$ cat src/rtl/core/drt_pkg.sv
// ----------------------------------------------------------------------------
// Descriptor ring tracker package
// Shared ring sizes, descriptor bit positions, codes and structure types.
// ----------------------------------------------------------------------------
`default_nettype none

package drt_pkg;

  // Ring sizes and the widths that follow from them
  localparam int TX_SLOTS = 4;
  localparam int RX_SLOTS = 4;
  localparam int TX_IW    = $clog2(TX_SLOTS);
  localparam int RX_IW    = $clog2(RX_SLOTS);
  localparam int OCC_W    = $clog2(TX_SLOTS + 1);
  localparam int GUARD_W  = $clog2(RX_SLOTS + 1);

  // Descriptor status word layout
  localparam int OWN_BIT      = 31;
  localparam int MORE_BIT     = 30;
  localparam int PKT_OK_BIT   = 27;
  localparam int TOO_LONG_BIT = 22;
  localparam int SIZE_W       = 12;

  localparam logic [SIZE_W-1:0] RX_SIZE_RESET = 12'd1536;
  localparam logic [SIZE_W-1:0] CRC_BYTES     = 12'd4;

  typedef enum logic [1:0] {
    OP_POST  = 2'd0,
    OP_TX_WB = 2'd1,
    OP_RX_WB = 2'd2,
    OP_POLL  = 2'd3
  } op_e;

  typedef enum logic [2:0] {
    K_POST_OK   = 3'd0,
    K_OVERFLOW  = 3'd1,
    K_TX_OK     = 3'd2,
    K_TX_ERR    = 3'd3,
    K_RX_PKT    = 3'd4,
    K_RX_ERR    = 3'd5,
    K_POLL_DONE = 3'd6
  } kind_e;

  typedef enum logic [2:0] {
    ST_IDLE,
    ST_TX_REQ,
    ST_TX_CHK,
    ST_RX_REQ,
    ST_RX_CHK,
    ST_DONE
  } state_e;

  typedef struct packed {
    kind_e       kind;
    logic [5:0]  slot;
    logic [11:0] length;
    logic [31:0] address;
    logic        last;
  } result_t;

  typedef struct packed {
    logic             re;
    logic [TX_IW-1:0] raddr;
    logic             stat_we;
    logic             addr_we;
    logic [TX_IW-1:0] waddr;
    logic [31:0]      stat_wdata;
    logic [31:0]      addr_wdata;
  } tx_mem_req_t;

  typedef struct packed {
    logic             re;
    logic [RX_IW-1:0] raddr;
    logic             we;
    logic [RX_IW-1:0] waddr;
    logic [31:0]      wdata;
  } rx_mem_req_t;

endpackage

`default_nettype wire

$ cat src/rtl/core/drt_if.sv
// ----------------------------------------------------------------------------
// Descriptor ring tracker channels
// Request and result channels with a valid/ready handshake.
// ----------------------------------------------------------------------------
`default_nettype none

interface drt_in_if;
  logic        valid;
  logic        ready;
  logic [1:0]  op;
  logic [11:0] frame_length;
  logic [31:0] buffer_address;
  logic [5:0]  slot;
  logic [31:0] status_word;
  logic        interrupt_pending;

  modport source (
    output valid, op, frame_length, buffer_address, slot, status_word,
           interrupt_pending,
    input  ready
  );
  modport sink (
    input  valid, op, frame_length, buffer_address, slot, status_word,
           interrupt_pending,
    output ready
  );
endinterface

interface drt_out_if;
  logic        valid;
  logic        ready;
  logic [2:0]  kind;
  logic [5:0]  result_slot;
  logic [11:0] result_length;
  logic [31:0] result_address;
  logic        last;

  modport source (
    output valid, kind, result_slot, result_length, result_address, last,
    input  ready
  );
  modport sink (
    input  valid, kind, result_slot, result_length, result_address, last,
    output ready
  );
endinterface

`default_nettype wire

$ cat src/rtl/core/drt_tx_ram.sv
// ----------------------------------------------------------------------------
// Transmit descriptor store
// Status and buffer address per transmit slot, with a registered read.
// ----------------------------------------------------------------------------
`default_nettype none

module drt_tx_ram (
  input  wire logic                clk_i,
  input  wire logic                rst_ni,
  input  wire drt_pkg::tx_mem_req_t req_i,
  output logic [31:0]              stat_o,
  output logic [31:0]              addr_o
);
  import drt_pkg::*;

  logic [31:0]         stat_mem [TX_SLOTS];
  logic [31:0]         addr_mem [TX_SLOTS];
  logic [TX_SLOTS-1:0] vld_q;
  logic                rd_vld_q;
  logic [31:0]         stat_q;
  logic [31:0]         addr_q;

  // Written-entry flags: a slot never written reads as a free, all-zero status.
  always_ff @(posedge clk_i or negedge rst_ni) begin
    if (!rst_ni) begin
      vld_q    <= '0;
      rd_vld_q <= 1'b0;
    end else begin
      if (req_i.stat_we) begin
        vld_q[req_i.waddr] <= 1'b1;
      end
      if (req_i.re) begin
        rd_vld_q <= vld_q[req_i.raddr];
      end
    end
  end

  // Storage arrays and the registered read port.
  always_ff @(posedge clk_i) begin
    if (req_i.stat_we) begin
      stat_mem[req_i.waddr] <= req_i.stat_wdata;
    end
    if (req_i.addr_we) begin
      addr_mem[req_i.waddr] <= req_i.addr_wdata;
    end
    if (req_i.re) begin
      stat_q <= stat_mem[req_i.raddr];
      addr_q <= addr_mem[req_i.raddr];
    end
  end

  assign stat_o = rd_vld_q ? stat_q : '0;
  assign addr_o = addr_q;

endmodule

`default_nettype wire

$ cat src/rtl/core/drt_rx_ram.sv
// ----------------------------------------------------------------------------
// Receive descriptor store
// Status word per receive slot, with a registered read.
// ----------------------------------------------------------------------------
`default_nettype none

module drt_rx_ram (
  input  wire logic                clk_i,
  input  wire logic                rst_ni,
  input  wire drt_pkg::rx_mem_req_t req_i,
  output logic [31:0]              stat_o
);
  import drt_pkg::*;

  logic [31:0]         stat_mem [RX_SLOTS];
  logic [RX_SLOTS-1:0] vld_q;
  logic                rd_vld_q;
  logic [31:0]         stat_q;

  // Written-entry flags: an untouched slot reads as the reset buffer size.
  always_ff @(posedge clk_i or negedge rst_ni) begin
    if (!rst_ni) begin
      vld_q    <= '0;
      rd_vld_q <= 1'b0;
    end else begin
      if (req_i.we) begin
        vld_q[req_i.waddr] <= 1'b1;
      end
      if (req_i.re) begin
        rd_vld_q <= vld_q[req_i.raddr];
      end
    end
  end

  // Storage array and the registered read port.
  always_ff @(posedge clk_i) begin
    if (req_i.we) begin
      stat_mem[req_i.waddr] <= req_i.wdata;
    end
    if (req_i.re) begin
      stat_q <= stat_mem[req_i.raddr];
    end
  end

  assign stat_o = rd_vld_q ? stat_q : {{(32-SIZE_W){1'b0}}, RX_SIZE_RESET};

endmodule

`default_nettype wire

$ cat src/rtl/core/drt_ctrl.sv
// ----------------------------------------------------------------------------
// Descriptor ring tracker sequencer
// Takes requests, walks both rings through the descriptor stores and
// drives the registered result channel.
// ----------------------------------------------------------------------------
`default_nettype none

module drt_ctrl (
  input  wire logic              clk_i,
  input  wire logic              rst_ni,
  drt_in_if.sink                 req_i,
  drt_out_if.source              rsp_o,
  input  wire logic [11:0]       buf_size_i,
  output drt_pkg::tx_mem_req_t   tx_req_o,
  input  wire logic [31:0]       tx_stat_i,
  input  wire logic [31:0]       tx_addr_i,
  output drt_pkg::rx_mem_req_t   rx_req_o,
  input  wire logic [31:0]       rx_stat_i
);
  import drt_pkg::*;

  state_e             state_q, state_d;
  logic [TX_IW-1:0]   wr_idx_q, wr_idx_d;
  logic [TX_IW-1:0]   reap_idx_q, reap_idx_d;
  logic [OCC_W-1:0]   occ_q, occ_d;
  logic [RX_IW-1:0]   rd_idx_q, rd_idx_d;
  logic [GUARD_W-1:0] guard_q, guard_d;
  logic               out_valid_q, out_valid_d;
  result_t            out_q, out_d;

  logic               in_fire;
  logic               out_free;
  logic               poll_start;
  logic               emit;
  result_t            res;
  logic               post_ok;
  logic               reap;
  logic               rx_take;
  logic               tx_full;
  logic               rx_good;
  logic [SIZE_W-1:0]  rx_size;
  logic [SIZE_W-1:0]  rx_len;
  op_e                op;

  assign op       = op_e'(req_i.op);
  assign out_free = !out_valid_q || rsp_o.ready;
  assign req_i.ready = (state_q == ST_IDLE) && out_free;
  assign in_fire  = req_i.valid && req_i.ready;
  assign poll_start = in_fire && (op == OP_POLL) && req_i.interrupt_pending;
  assign tx_full  = (occ_q == OCC_W'(TX_SLOTS));

  // Receive descriptor decode: good frame when packet-OK is up and more and too-long are down.
  assign rx_size = rx_stat_i[SIZE_W-1:0];
  assign rx_len  = (rx_size > CRC_BYTES) ? (rx_size - CRC_BYTES) : '0;
  assign rx_good = ({rx_stat_i[MORE_BIT], rx_stat_i[PKT_OK_BIT], rx_stat_i[TOO_LONG_BIT]}
                    == 3'b010);

  // Next-state logic.
  always_comb begin
    state_d = state_q;
    unique case (state_q)
      ST_IDLE: begin
        if (poll_start) begin
          state_d = ST_TX_REQ;
        end
      end
      ST_TX_REQ: begin
        state_d = (occ_q == '0) ? ST_RX_REQ : ST_TX_CHK;
      end
      ST_TX_CHK: begin
        if (tx_stat_i[OWN_BIT]) begin
          state_d = ST_RX_REQ;
        end else if (out_free) begin
          state_d = ST_TX_REQ;
        end
      end
      ST_RX_REQ: begin
        state_d = (guard_q == GUARD_W'(RX_SLOTS)) ? ST_DONE : ST_RX_CHK;
      end
      ST_RX_CHK: begin
        if (!rx_stat_i[OWN_BIT]) begin
          state_d = ST_DONE;
        end else if (out_free) begin
          state_d = ST_RX_REQ;
        end
      end
      ST_DONE: begin
        if (out_free) begin
          state_d = ST_IDLE;
        end
      end
      default: state_d = ST_IDLE;
    endcase
  end

  // Output logic: store accesses, result generation and ring events.
  always_comb begin
    tx_req_o = '0;
    rx_req_o = '0;
    emit     = 1'b0;
    res      = '0;
    post_ok  = 1'b0;
    reap     = 1'b0;
    rx_take  = 1'b0;
    unique case (state_q)
      ST_IDLE: begin
        if (in_fire) begin
          unique case (op)
            OP_POST: begin
              emit      = 1'b1;
              res.slot  = 6'(wr_idx_q);
              res.last  = 1'b1;
              if (tx_full) begin
                res.kind = K_OVERFLOW;
              end else begin
                res.kind            = K_POST_OK;
                post_ok             = 1'b1;
                tx_req_o.stat_we    = 1'b1;
                tx_req_o.addr_we    = 1'b1;
                tx_req_o.waddr      = wr_idx_q;
                tx_req_o.stat_wdata = {1'b1, 19'd0, req_i.frame_length};
                tx_req_o.addr_wdata = req_i.buffer_address;
              end
            end
            OP_TX_WB: begin
              if (req_i.slot < 6'(TX_SLOTS)) begin
                tx_req_o.stat_we    = 1'b1;
                tx_req_o.waddr      = req_i.slot[TX_IW-1:0];
                tx_req_o.stat_wdata = req_i.status_word;
              end
            end
            OP_RX_WB: begin
              if (req_i.slot < 6'(RX_SLOTS)) begin
                rx_req_o.we    = 1'b1;
                rx_req_o.waddr = req_i.slot[RX_IW-1:0];
                rx_req_o.wdata = req_i.status_word;
              end
            end
            OP_POLL: begin
              if (!req_i.interrupt_pending) begin
                emit     = 1'b1;
                res.kind = K_POLL_DONE;
                res.last = 1'b1;
              end
            end
            default: ;
          endcase
        end
      end
      ST_TX_REQ: begin
        tx_req_o.re    = (occ_q != '0);
        tx_req_o.raddr = reap_idx_q;
      end
      ST_TX_CHK: begin
        if (!tx_stat_i[OWN_BIT] && out_free) begin
          emit                = 1'b1;
          reap                = 1'b1;
          res.kind            = tx_stat_i[PKT_OK_BIT] ? K_TX_OK : K_TX_ERR;
          res.slot            = 6'(reap_idx_q);
          res.address         = tx_addr_i;
          tx_req_o.stat_we    = 1'b1;
          tx_req_o.waddr      = reap_idx_q;
          tx_req_o.stat_wdata = '0;
        end
      end
      ST_RX_REQ: begin
        rx_req_o.re    = (guard_q != GUARD_W'(RX_SLOTS));
        rx_req_o.raddr = rd_idx_q;
      end
      ST_RX_CHK: begin
        if (rx_stat_i[OWN_BIT] && out_free) begin
          emit           = 1'b1;
          rx_take        = 1'b1;
          res.kind       = rx_good ? K_RX_PKT : K_RX_ERR;
          res.slot       = 6'(rd_idx_q);
          res.length     = rx_good ? rx_len : '0;
          rx_req_o.we    = 1'b1;
          rx_req_o.waddr = rd_idx_q;
          rx_req_o.wdata = {20'd0, buf_size_i};
        end
      end
      ST_DONE: begin
        if (out_free) begin
          emit     = 1'b1;
          res.kind = K_POLL_DONE;
          res.last = 1'b1;
        end
      end
      default: ;
    endcase
  end

  // Ring pointers, occupancy and the receive walk bound.
  always_comb begin
    wr_idx_d   = wr_idx_q;
    reap_idx_d = reap_idx_q;
    occ_d      = occ_q;
    rd_idx_d   = rd_idx_q;
    guard_d    = guard_q;
    if (post_ok) begin
      wr_idx_d = (wr_idx_q == TX_IW'(TX_SLOTS - 1)) ? '0 : wr_idx_q + 1'b1;
      occ_d    = occ_q + 1'b1;
    end
    if (reap) begin
      reap_idx_d = (reap_idx_q == TX_IW'(TX_SLOTS - 1)) ? '0 : reap_idx_q + 1'b1;
      occ_d      = occ_q - 1'b1;
    end
    if (poll_start) begin
      guard_d = '0;
    end
    if (rx_take) begin
      rd_idx_d = (rd_idx_q == RX_IW'(RX_SLOTS - 1)) ? '0 : rd_idx_q + 1'b1;
      guard_d  = guard_q + 1'b1;
    end
  end

  // Result register: loaded whenever the previous transfer has gone.
  always_comb begin
    out_valid_d = out_valid_q;
    out_d       = out_q;
    if (out_free) begin
      out_valid_d = emit;
      out_d       = res;
    end
  end

  always_ff @(posedge clk_i or negedge rst_ni) begin
    if (!rst_ni) begin
      state_q     <= ST_IDLE;
      wr_idx_q    <= '0;
      reap_idx_q  <= '0;
      occ_q       <= '0;
      rd_idx_q    <= '0;
      guard_q     <= '0;
      out_valid_q <= 1'b0;
    end else begin
      state_q     <= state_d;
      wr_idx_q    <= wr_idx_d;
      reap_idx_q  <= reap_idx_d;
      occ_q       <= occ_d;
      rd_idx_q    <= rd_idx_d;
      guard_q     <= guard_d;
      out_valid_q <= out_valid_d;
    end
  end

  always_ff @(posedge clk_i) begin
    out_q <= out_d;
  end

  assign rsp_o.valid          = out_valid_q;
  assign rsp_o.kind           = out_q.kind;
  assign rsp_o.result_slot    = out_q.slot;
  assign rsp_o.result_length  = out_q.length;
  assign rsp_o.result_address = out_q.address;
  assign rsp_o.last           = out_q.last;

  // Checks on the ring bookkeeping and the walk sequencing.
  a_occ_bound: assert property (@(posedge clk_i) disable iff (!rst_ni)
    occ_q <= OCC_W'(TX_SLOTS))
    else $error("transmit occupancy above ring size");

  a_guard_bound: assert property (@(posedge clk_i) disable iff (!rst_ni)
    guard_q <= GUARD_W'(RX_SLOTS))
    else $error("receive walk went past the ring size");

  a_reap_needs_occ: assert property (@(posedge clk_i) disable iff (!rst_ni)
    (state_q == ST_TX_CHK) |-> (occ_q != '0))
    else $error("transmit check with an empty ring");

  a_poll_walks: assert property (@(posedge clk_i) disable iff (!rst_ni)
    poll_start |=> (state_q == ST_TX_REQ))
    else $error("poll with interrupt did not start the transmit walk");

  a_done_last: assert property (@(posedge clk_i) disable iff (!rst_ni)
    (out_valid_q && (out_q.kind == K_POLL_DONE)) |-> out_q.last)
    else $error("poll completion not marked as final result");

endmodule

`default_nettype wire

$ cat src/rtl/core/descriptor_ring_tracker_unit.sv
// ----------------------------------------------------------------------------
// Descriptor ring tracker
// Host-side transmit and receive descriptor ring bookkeeping with an
// ownership bit and an occupancy count.
// ----------------------------------------------------------------------------
// Requests: a post, write-back or idle poll is taken in the idle state; a post
//   or idle poll loads its result into the output register; stalls hold it.
// Throughput: one item per cycle while idle with a free result register; a poll
//   with an interrupt reads and checks transmit, then receive descriptors.
// Reset: pointers, occupancy and store valid flags clear at once, with no
//   clearing pass; the receive buffer size register returns to 1536.
`default_nettype none

module descriptor_ring_tracker_unit (
  input  wire logic        clk_i,
  input  wire logic        rst_ni,
  drt_in_if.sink           req_i,
  drt_out_if.source        rsp_o,
  input  wire logic        cfg_we_i,
  input  wire logic [11:0] cfg_data_i
);
  import drt_pkg::*;

  logic [SIZE_W-1:0] buf_size_q;
  tx_mem_req_t       tx_req;
  rx_mem_req_t       rx_req;
  logic [31:0]       tx_stat;
  logic [31:0]       tx_addr;
  logic [31:0]       rx_stat;

  // Receive buffer size register, used when a descriptor is rearmed.
  always_ff @(posedge clk_i or negedge rst_ni) begin
    if (!rst_ni) begin
      buf_size_q <= RX_SIZE_RESET;
    end else if (cfg_we_i) begin
      buf_size_q <= cfg_data_i;
    end
  end

  drt_ctrl u_ctrl (
    .clk_i      (clk_i),
    .rst_ni     (rst_ni),
    .req_i      (req_i),
    .rsp_o      (rsp_o),
    .buf_size_i (buf_size_q),
    .tx_req_o   (tx_req),
    .tx_stat_i  (tx_stat),
    .tx_addr_i  (tx_addr),
    .rx_req_o   (rx_req),
    .rx_stat_i  (rx_stat)
  );

  drt_tx_ram u_tx_ram (
    .clk_i  (clk_i),
    .rst_ni (rst_ni),
    .req_i  (tx_req),
    .stat_o (tx_stat),
    .addr_o (tx_addr)
  );

  drt_rx_ram u_rx_ram (
    .clk_i  (clk_i),
    .rst_ni (rst_ni),
    .req_i  (rx_req),
    .stat_o (rx_stat)
  );

endmodule

`default_nettype wire

$ cat src/flat_wrapper.sv
// flat-port wrapper written by rule: the top's interface ports become plain ports
module descriptor_ring_tracker_unit_flat import drt_pkg::*;
  (clk_i, rst_ni, cfg_we_i, cfg_data_i, req_i_valid, req_i_op, req_i_frame_length, req_i_buffer_address, req_i_slot, req_i_status_word, req_i_interrupt_pending, req_i_ready, rsp_o_valid, rsp_o_kind, rsp_o_result_slot, rsp_o_result_length, rsp_o_result_address, rsp_o_last, rsp_o_ready);
  drt_in_if req_i_i ();
  drt_out_if rsp_o_i ();
  input  wire logic clk_i;
  input  wire logic rst_ni;
  input  wire logic cfg_we_i;
  input  wire logic [11:0] cfg_data_i;
  input wire logic [$bits(req_i_i.valid)-1:0] req_i_valid;
  input wire logic [$bits(req_i_i.op)-1:0] req_i_op;
  input wire logic [$bits(req_i_i.frame_length)-1:0] req_i_frame_length;
  input wire logic [$bits(req_i_i.buffer_address)-1:0] req_i_buffer_address;
  input wire logic [$bits(req_i_i.slot)-1:0] req_i_slot;
  input wire logic [$bits(req_i_i.status_word)-1:0] req_i_status_word;
  input wire logic [$bits(req_i_i.interrupt_pending)-1:0] req_i_interrupt_pending;
  output wire logic [$bits(req_i_i.ready)-1:0] req_i_ready;
  output wire logic [$bits(rsp_o_i.valid)-1:0] rsp_o_valid;
  output wire logic [$bits(rsp_o_i.kind)-1:0] rsp_o_kind;
  output wire logic [$bits(rsp_o_i.result_slot)-1:0] rsp_o_result_slot;
  output wire logic [$bits(rsp_o_i.result_length)-1:0] rsp_o_result_length;
  output wire logic [$bits(rsp_o_i.result_address)-1:0] rsp_o_result_address;
  output wire logic [$bits(rsp_o_i.last)-1:0] rsp_o_last;
  input wire logic [$bits(rsp_o_i.ready)-1:0] rsp_o_ready;
  assign req_i_i.valid = req_i_valid;
  assign req_i_i.op = req_i_op;
  assign req_i_i.frame_length = req_i_frame_length;
  assign req_i_i.buffer_address = req_i_buffer_address;
  assign req_i_i.slot = req_i_slot;
  assign req_i_i.status_word = req_i_status_word;
  assign req_i_i.interrupt_pending = req_i_interrupt_pending;
  assign req_i_ready = req_i_i.ready;
  assign rsp_o_valid = rsp_o_i.valid;
  assign rsp_o_kind = rsp_o_i.kind;
  assign rsp_o_result_slot = rsp_o_i.result_slot;
  assign rsp_o_result_length = rsp_o_i.result_length;
  assign rsp_o_result_address = rsp_o_i.result_address;
  assign rsp_o_last = rsp_o_i.last;
  assign rsp_o_i.ready = rsp_o_ready;
  descriptor_ring_tracker_unit u_core (.clk_i(clk_i), .rst_ni(rst_ni), .req_i(req_i_i), .rsp_o(rsp_o_i), .cfg_we_i(cfg_we_i), .cfg_data_i(cfg_data_i));
endmodule
$ cat config.mk
export PLATFORM = sky130hd
export DESIGN_NAME = descriptor_ring_tracker_unit_flat
export DESIGN_NICKNAME = d
export VERILOG_FILES = /design/src/rtl/core/drt_pkg.sv /design/src/rtl/core/drt_if.sv /design/src/rtl/core/drt_tx_ram.sv /design/src/rtl/core/drt_rx_ram.sv /design/src/rtl/core/drt_ctrl.sv /design/src/rtl/core/descriptor_ring_tracker_unit.sv /design/src/flat_wrapper.sv
export SDC_FILE = /design/constraint.sdc
export NUM_CORES = 1
export LEC_CHECK = 0
export ABC_CLOCK_PERIOD_IN_PS = 7800
export BUFFER_PORTS_ARGS = -buffer_cell sky130_fd_sc_hd__buf_2
export CORE_MARGIN = 2
export CORE_UTILIZATION = 30
export DETAILED_ROUTE_END_ITERATION = 8
export PLACE_DENSITY_LB_ADDON = 0.25
export SETUP_SLACK_MARGIN = 0.02
export SYNTH_ARGS = -nofsm -noshare
export SYNTH_HDL_FRONTEND = slang
export SYNTH_SLANG_ARGS = --single-unit
export TNS_END_PERCENT = 5
$ cat constraint.sdc
create_clock -name clk_i -period 7.8 [get_ports clk_i]
set_input_delay 1.17 -clock clk_i [delete_from_list [all_inputs] [get_ports clk_i]]
set_output_delay 1.17 -clock clk_i [all_outputs]
set_load 0.01 [all_outputs]
==> results.ini, run 1 <==
[synthesis]
synth_cells = 884
synth_area_um2 = 13400
post_synth.cell_area_avg_um2 = 15.1
synthFlopType = edfxtp_1
async_reset_ff_frac = 0.112
yosysWarningCount = 0
synth_edf_count = 300
synth_seq_cells = 338
yosysUniqueCellTypes = 64
ys_seq_area_frac = 0.744

[clock_tree]
post_cts_buffers = 0
clk_path_buf_depth = 3
clock_sinks = 338
hold_buffers = 0
cts_tree = built
clk_latency_ns = 0.55
cts_inserted_buffers = 39
cts_resized = 0
htree_levels = 2
cts_root_buf = clkbuf_16
path_clk_slew_ns = 0.06

[worst_setup_path]
endpoint_kind = flop
cpPeakStageDelay_ns = 0.74
cpMaxStageDelayCell = and3_1
crit_buf_inv = 1
crit_path_start_kind = flop
crit_chain = or4b_4, nor2_1, a32o_1, and3_1, buf_4
path_class = reg2reg
crit_family = simple AND/OR/NAND/NOR gates
critPathMaxFanout = 19
crit_arrival_ns = 4.10
required_ns = 8.01

[detailed_routing]
drt_pre_antenna_iters = 5
first_iter_violations = 429
ant_nets = 0
wl_met1_um = 14300
drc = 0
wl_per_cell_um = 18.6
wl_met2_um = 14300
routed_via_density = 4.70
routed.top_layer = met4
routed_wl_um = 30500
vias = 7698
wl_met3_um = 1370

[die]
fp.dieH_um = 215
rows = 77
io_pins = 158
initial_core_util = 0.303
dieArea_um2 = 46300
core_area_um2 = 44100
fp.dieW_um = 215

[timing]
hold_ws_ns = 0.459
fmaxAchievable_mhz = 257
hold_viol = 0
timing.setup.tns_ns = 0
rsz0062_at_grt = no
finalSetupViolCount = 0
post-route-period-util = 0.498
post-route-min-period_ns = 3.89
tightest_slew_ns = 1.06
skew_ns = 0.0193
slew_violations = 0
slew_headroom = 0.290

[global_routing]
grt.total_usage = 0.132
grt_max_degree = 44
grt.overflow.total = 0
grt_first_pass_wirelength_um = 46700
antenna_found_initial = 0
grt_pass1_vias = 7911

[cells_and_area]
diodes = 0
area_growth_pct = 19.4
drive_gt1_frac = 0.228
n_fill_cell = 4282
num-nets-final = 1130

[place]
portBuffers = 125
dp_hpwl_um = 17700
place_congestion = 0.764

[worst_hold_path]
worst_hold_path_type = reg2reg

[status]
status = complete, no violations

[power]
power.leakage_nw = 5.87
power.density_nw_per_um2 = 329
ir_drop_v = 0.000176

[flow_run]
maxCapViolCount = 0

[worst paths after layout]
kind                            slack (ns)                              end  depth (start not counted)                startpoint
worst max register to register        3.91  u_core.u_tx_ram.addr_mem[1][31]                          5  u_core.u_ctrl.state_q[0]
worst max-delay path                  3.91  u_core.u_tx_ram.addr_mem[1][31]                          5  u_core.u_ctrl.state_q[0]
worst min register to register        0.46         u_core.u_rx_ram.vld_q[1]                          2  u_core.u_rx_ram.vld_q[1]
max in group asynchronous             6.40      u_core.u_ctrl.reap_idx_q[1]                          1                    rst_ni
worst min-delay path                  0.46         u_core.u_rx_ram.vld_q[1]                          2  u_core.u_rx_ram.vld_q[1]
min in group asynchronous             0.78             u_core.buf_size_q[3]                          1                    rst_ni
[sequential cells by signal, summed over array words and instances, names as in the netlist, 2 cells and up]
register / flops
u_core.buf_size_q: 12
u_core.u_ctrl.guard_q: 3
u_core.u_ctrl.occ_q: 3
u_core.u_ctrl.rd_idx_q: 2
u_core.u_ctrl.reap_idx_q: 2
u_core.u_ctrl.rsp_o.kind: 3
u_core.u_ctrl.rsp_o.result_address: 32
u_core.u_ctrl.rsp_o.result_length: 12
u_core.u_ctrl.rsp_o.result_slot: 2
u_core.u_ctrl.state_q: 3
u_core.u_ctrl.wr_idx_q: 2
u_core.u_rx_ram.stat_mem: 64
u_core.u_rx_ram.stat_q: 16
u_core.u_rx_ram.vld_q: 4
u_core.u_tx_ram.addr_mem: 128
u_core.u_tx_ram.addr_o: 32
u_core.u_tx_ram.stat_mem: 8
u_core.u_tx_ram.stat_q: 2
u_core.u_tx_ram.vld_q: 4
[tightest hold or removal path, stage by stage (launching register included)]
cell     delay [ns]
dfrtp_1        0.32
inv_1          0.05
o31ai_2        0.05
[logic make-up (layout without fill, tap and decap cells)]
kind of cell | count (synthesis) | count (layout) | share of synthesized area
fa+ha+maj | 12 | 12 | 0.0118
xor+xnor | 8 | 8 | 0.00523
buf+inv | 72 | 231 | 0.0243
simple gates | 246 | 246 | 0.0987
flops | 338 | 338 | 0.744
mux | 36 | 36 | 0.0285
other cells | 1 | 4 | 0.000280
compound gates | 171 | 171 | 0.0873
[power breakdown]
group	switching, mW	internal [mW]	leakage [nW]
registers	0.170	2.31	3.36
clock network	0.722	1.08	0.621
logic	0.625	0.357	1.88
[cell type report]
type,count,area [um2],area share
Clock buffer,47,1030,0.0642
Clock inverter,24,258,0.0161
Inverter,16,60.1,0.00376
Multi-Input combinational cell,477,3180,0.199
Sequential cell,338,9960,0.623
Tap cell,592,741,0.0463
Timing Repair Buffer,144,768,0.0480
[cell usage after synthesis (2+ instances only)]
cell	n	area share
o21ai_0	3	0.0011
nor2b_1	2	0.00093
dfrtp_1	36	0.067
nor3_1	9	0.0034
dfstp_2	2	0.0039
and2_1	69	0.032
o311ai_0	3	0.0020
clkbuf_1	28	0.0078
and4b_1	2	0.0015
or2_2	2	0.00093
a21o_1	6	0.0034
a31oi_1	39	0.018
nand2_1	92	0.026
or4_1	3	0.0017
edfxtp_1	300	0.67
nor4bb_1	3	0.0022
and3_1	6	0.0028
inv_1	16	0.0045
a32oi_1	5	0.0033
a21oi_1	23	0.0086
a32o_1	3	0.0022
xnor2_1	5	0.0033
nand3b_1	4	0.0022
a211oi_1	2	0.0011
mux2i_1	19	0.014
ha_1	11	0.010
nand3_1	4	0.0015
buf_2	17	0.0064
a311o_1	2	0.0015
nand2b_1	6	0.0028
buf_6	2	0.0017
a22o_1	14	0.0092
nand4b_1	2	0.0013
or3_1	2	0.00093
nor4b_1	2	0.0013
buf_4	5	0.0028
buf_1	4	0.0011
nand4bb_1	2	0.0017
nor2_1	29	0.0081
o22ai_1	54	0.025
a2bb2oi_1	2	0.0013
xor2_1	3	0.0020
o31ai_1	5	0.0028
mux2_2	16	0.013
[metal layers]
| metal | track usage | vias up |
|---|---|---|
| met2 | 0.210 | 175 |
| met3 | 0.0253 | 32 |
| met1 | 0.182 | 3843 |
| li1 | - | 3648 |
| met5 | 0 | - |
| met4 | 0.0409 | 0 |
[through the flow]
stage | instance area (um2) | setup WS, ns | total power, mW | cells | util
finish | 16000 | 3.91 | 5.26 | 1638 | 0.362
global route | 16000 | 3.67 | 5.53 | 1638 | 0.362
CTS | 16000 | 3.87 | 5.34 | 1638 | 0.362
detailed placement | 14700 | 3.30 | 3.52 | 1567 | 0.333
global placement | 14700 | 3.32 | 3.50 | 1567 | 0.333
floorplan | 13400 | 2.67 | 3.11 | 887 | -
[layout by cell type (no fill, tap or decap), types with 4 or more instances in the layout]
| master | n |
|---|---|
| bufinv_16 | 4 |
| a31oi_1 | 39 |
| and3_1 | 6 |
| nor3_1 | 7 |
| xnor2_1 | 5 |
| mux2_2 | 16 |
| o22ai_1 | 54 |
| nand2_1 | 92 |
| dfrtp_1 | 36 |
| inv_1 | 15 |
| o31ai_1 | 5 |
| buf_4 | 19 |
| clkinv_2 | 5 |
| clkinv_1 | 8 |
| nand3b_1 | 4 |
| edfxtp_1 | 300 |
| mux2i_1 | 19 |
| buf_2 | 125 |
| a21oi_1 | 23 |
| nand3_1 | 4 |
| nand2b_1 | 4 |
| clkbuf_16 | 39 |
| a22o_1 | 14 |
| a32oi_1 | 5 |
| ha_1 | 11 |
| a21o_1 | 6 |
| and2_1 | 69 |
| nor2_1 | 27 |
| clkbuf_1 | 6 |
| conb_1 | 4 |
(Power assumes the default switching activity.)
==> run 2: changes to the inputs <==
--- a/config.mk
+++ b/config.mk
@@ -5,7 +5,7 @@
 export SDC_FILE = /design/constraint.sdc
 export NUM_CORES = 1
 export LEC_CHECK = 0
-export ABC_CLOCK_PERIOD_IN_PS = 7800
+export ABC_CLOCK_PERIOD_IN_PS = 3520
 export BUFFER_PORTS_ARGS = -buffer_cell sky130_fd_sc_hd__buf_2
 export CORE_MARGIN = 2
 export CORE_UTILIZATION = 30
==> constraint.sdc (replaced) <==
create_clock -name clk_i -period 3.52 [get_ports clk_i]
set_input_delay 0.528 -clock clk_i [delete_from_list [all_inputs] [get_ports clk_i]]
set_output_delay 0.528 -clock clk_i [all_outputs]
set_load 0.01 [all_outputs]
==> run 2 against run 1 <==
Effect of this change: clock skew decreased by 0.0022 ns; sequential share of layout area decreased by 0.27 points; core utilization increased by 0.16 points; clock power increased by 110%; critical path type is now reg2out; routed wire length increased by 2.7%.
==> results.ini, run 2 (synthesized netlist as in run 1, its figures left out) <==
[global_routing]
grt.overflow.total = 0  ; unchanged
grt_max_degree = 56  ; +27%
grt_first_pass_wirelength_um = 47500  ; +1.6%
antenna_found_initial = 0  ; unchanged
grt.total_usage = 0.134  ; +0.00235
grt_pass1_vias = 7872  ; -0.49%

[power]
power.leakage_nw = 5.93  ; +1.1%
power_mw = 11.6  ; +120%
internal_power_mw = 8.24  ; +120%
clkPwrFrac = 0.331  ; -0.012
power.density_nw_per_um2 = 724  ; +120%
switching_share = 0.291  ; +0.00332
seqPwrFrac = 0.468  ; -0.003
ir_drop_v = 0.000449  ; +150%
p_comb_frac = 0.200  ; +0.014
switchingPower_mw = 3.39  ; +120%

[die]
rows = 77  ; unchanged
fp.dieW_um = 215  ; unchanged
initial_core_util = 0.303  ; unchanged
io_pins = 158  ; unchanged
core_area_um2 = 44100  ; unchanged
fp.dieH_um = 215  ; unchanged
dieArea_um2 = 46300  ; unchanged

[cells_and_area]
n_fill_cell = 4281  ; -0.023%
drive_gt1_frac = 0.235  ; +0.00787
area_growth_pct = 19.9
largest_reg_flops = 128  ; unchanged
top_regs = u_core.u_tx_ram.addr_mem (128), u_core.u_rx_ram.stat_mem (64)
num-nets-final = 1147  ; +1.5%
final_cell_mix = 300 x edfxtp_1, 125 x buf_2, 92 x nand2_1
diodes = 0  ; unchanged
max_flop_register = u_core.u_tx_ram.addr_mem
final_common_cell = edfxtp_1

[detailed_routing]
drt_pre_antenna_iters = 4  ; -1
drc = 0  ; unchanged
routed_wl_um = 31300  ; +2.7%
ant_nets = 0  ; unchanged
vias = 7789  ; +1.2%
routed_via_density = 4.71  ; +0.20%
wl_per_cell_um = 18.9  ; +1.7%
first_iter_violations = 556  ; +30%

[clock_tree]
cts_tree = built
htree_levels = 2  ; unchanged
clock_sinks = 338  ; unchanged
post_cts_buffers = 0  ; unchanged
cts_inserted_buffers = 38  ; -2.6%
path_clk_slew_ns = 0.06  ; about the same
cts_resized = 0  ; unchanged
clk_latency_ns = 0.55  ; about the same
cts_root_buf = clkbuf_16
clk_path_buf_depth = 3  ; unchanged
hold_buffers = 0  ; unchanged

[place]
dp_hpwl_um = 18600  ; +5.1%
place_congestion = 0.775  ; +1.5%
dp_slack_ns = 0.635  ; -2.66 ns
portBuffers = 125  ; unchanged

[timing]
fmaxAchievable_mhz = 346
finalSetupViolCount = 0  ; unchanged
post-route-period-util = 0.822
skew_ns = 0.0172  ; -0.00217 ns
post-route-min-period_ns = 2.89
hold_viol = 0  ; unchanged
slew_headroom = 0.359  ; +0.0694
rsz0062_at_grt = no
tightest_slew_ns = 0.961  ; -0.102 ns
fin_ws_ns = 0.628  ; -3.28 ns
slew_violations = 0  ; unchanged

[worst_setup_path]
cpPeakStageDelay_ns = 0.67  ; -0.07 ns
path_class = reg2out
required_ns = 2.99  ; -5.02 ns
crit_chain = nor2b_1, buf_4, inv_2, buf_4, and2_1, buf_2
endpoint_kind = primary output
crit_top_cell = buf_4
r2r_cells = 5  ; unchanged
crit_path_start_kind = flop
critPathMaxFanout = 55  ; +36
cpMaxStageDelayCell = buf_4
crit_arrival_ns = 2.36  ; -1.74 ns

[flow_run]
maxCapViolCount = 0  ; unchanged

[status]
status = complete, no violations

[worst_hold_path]
worst_hold_path_type = in2async

## run 2: cell count changes in the layout (fill, tap and decap cells not counted), moves of 3 or more
cell,previous run,this run
buf_4,19,36
and3_1,6,2
and3_2,0,4
clkbuf_1,6,9
## run 2: layout make-up
cell class              count  area, um2  area share
clock buffers              48       1010      0.0629
clock inverters            21        193      0.0120
inverters                  16       60.1     0.00374
multi-input cells         477       3180       0.198
flip-flops and latches    338       9960       0.620
well taps                 592        741      0.0461
repair buffers            162        916      0.0570
## run 2: worst max-delay path: cells and delay by family (launching register included)
family | cells | cell delay (ns)
AND/OR/NAND/NOR | 2 | 0.36
flip-flops | 1 | 0.38
buffers and inverters | 4 | 1.07
## run 2: routing by layer
metal / wire, um / vias up / global-route usage
met5: 0 / - / 0
met4: 692 / 0 / 0.0437
met3: 1480 / 42 / 0.0255
met2: 15000 / 179 / 0.221
met1: 14100 / 3892 / 0.179
li1: - / 3676 / -
## run 2: path summary, 6_finish.rpt
path / startpoint / end / slack, ns
worst max register to register: u_core.u_ctrl.state_q[2] / u_core.u_tx_ram.addr_mem[3][10] / 0.68
worst max-delay path: u_core.u_ctrl.rsp_o.valid / req_i_ready / 0.63
min in group clk_i: cfg_data_i[4] / u_core.buf_size_q[4] / 0.22
max in group asynchronous: rst_ni / u_core.u_ctrl.rd_idx_q[0] / 2.77
worst min register to register: u_core.u_tx_ram.vld_q[3] / u_core.u_tx_ram.vld_q[3] / 0.46
worst min-delay path: rst_ni / u_core.buf_size_q[7] / 0.12
## run 2: power by group through the flow
stage | combinational [mW] | sequential, mW | clock, mW
2_1_floorplan | 1.37 | 5.51 | 0
3_5_place_dp | 2.36 | 5.53 | 0
4_1_cts | 2.37 | 5.46 | 3.96
6_report | 2.33 | 5.45 | 3.85
5_1_grt | 2.57 | 5.52 | 4.11
3_3_place_gp | 2.34 | 5.52 | 0
## run 2: stage by stage
step	cells	setup TNS (ns)	util	area (um2)	hold slack, ns
finish	1654	0	0.364	16100	0.125
global route	1654	0	0.364	16100	0.193
CTS	1654	0	0.364	16100	0.157
detailed placement	1585	0	0.337	14900	0.447
global placement	1585	0	0.337	14900	0.439
floorplan	887	-28.47	-	13400	0.232
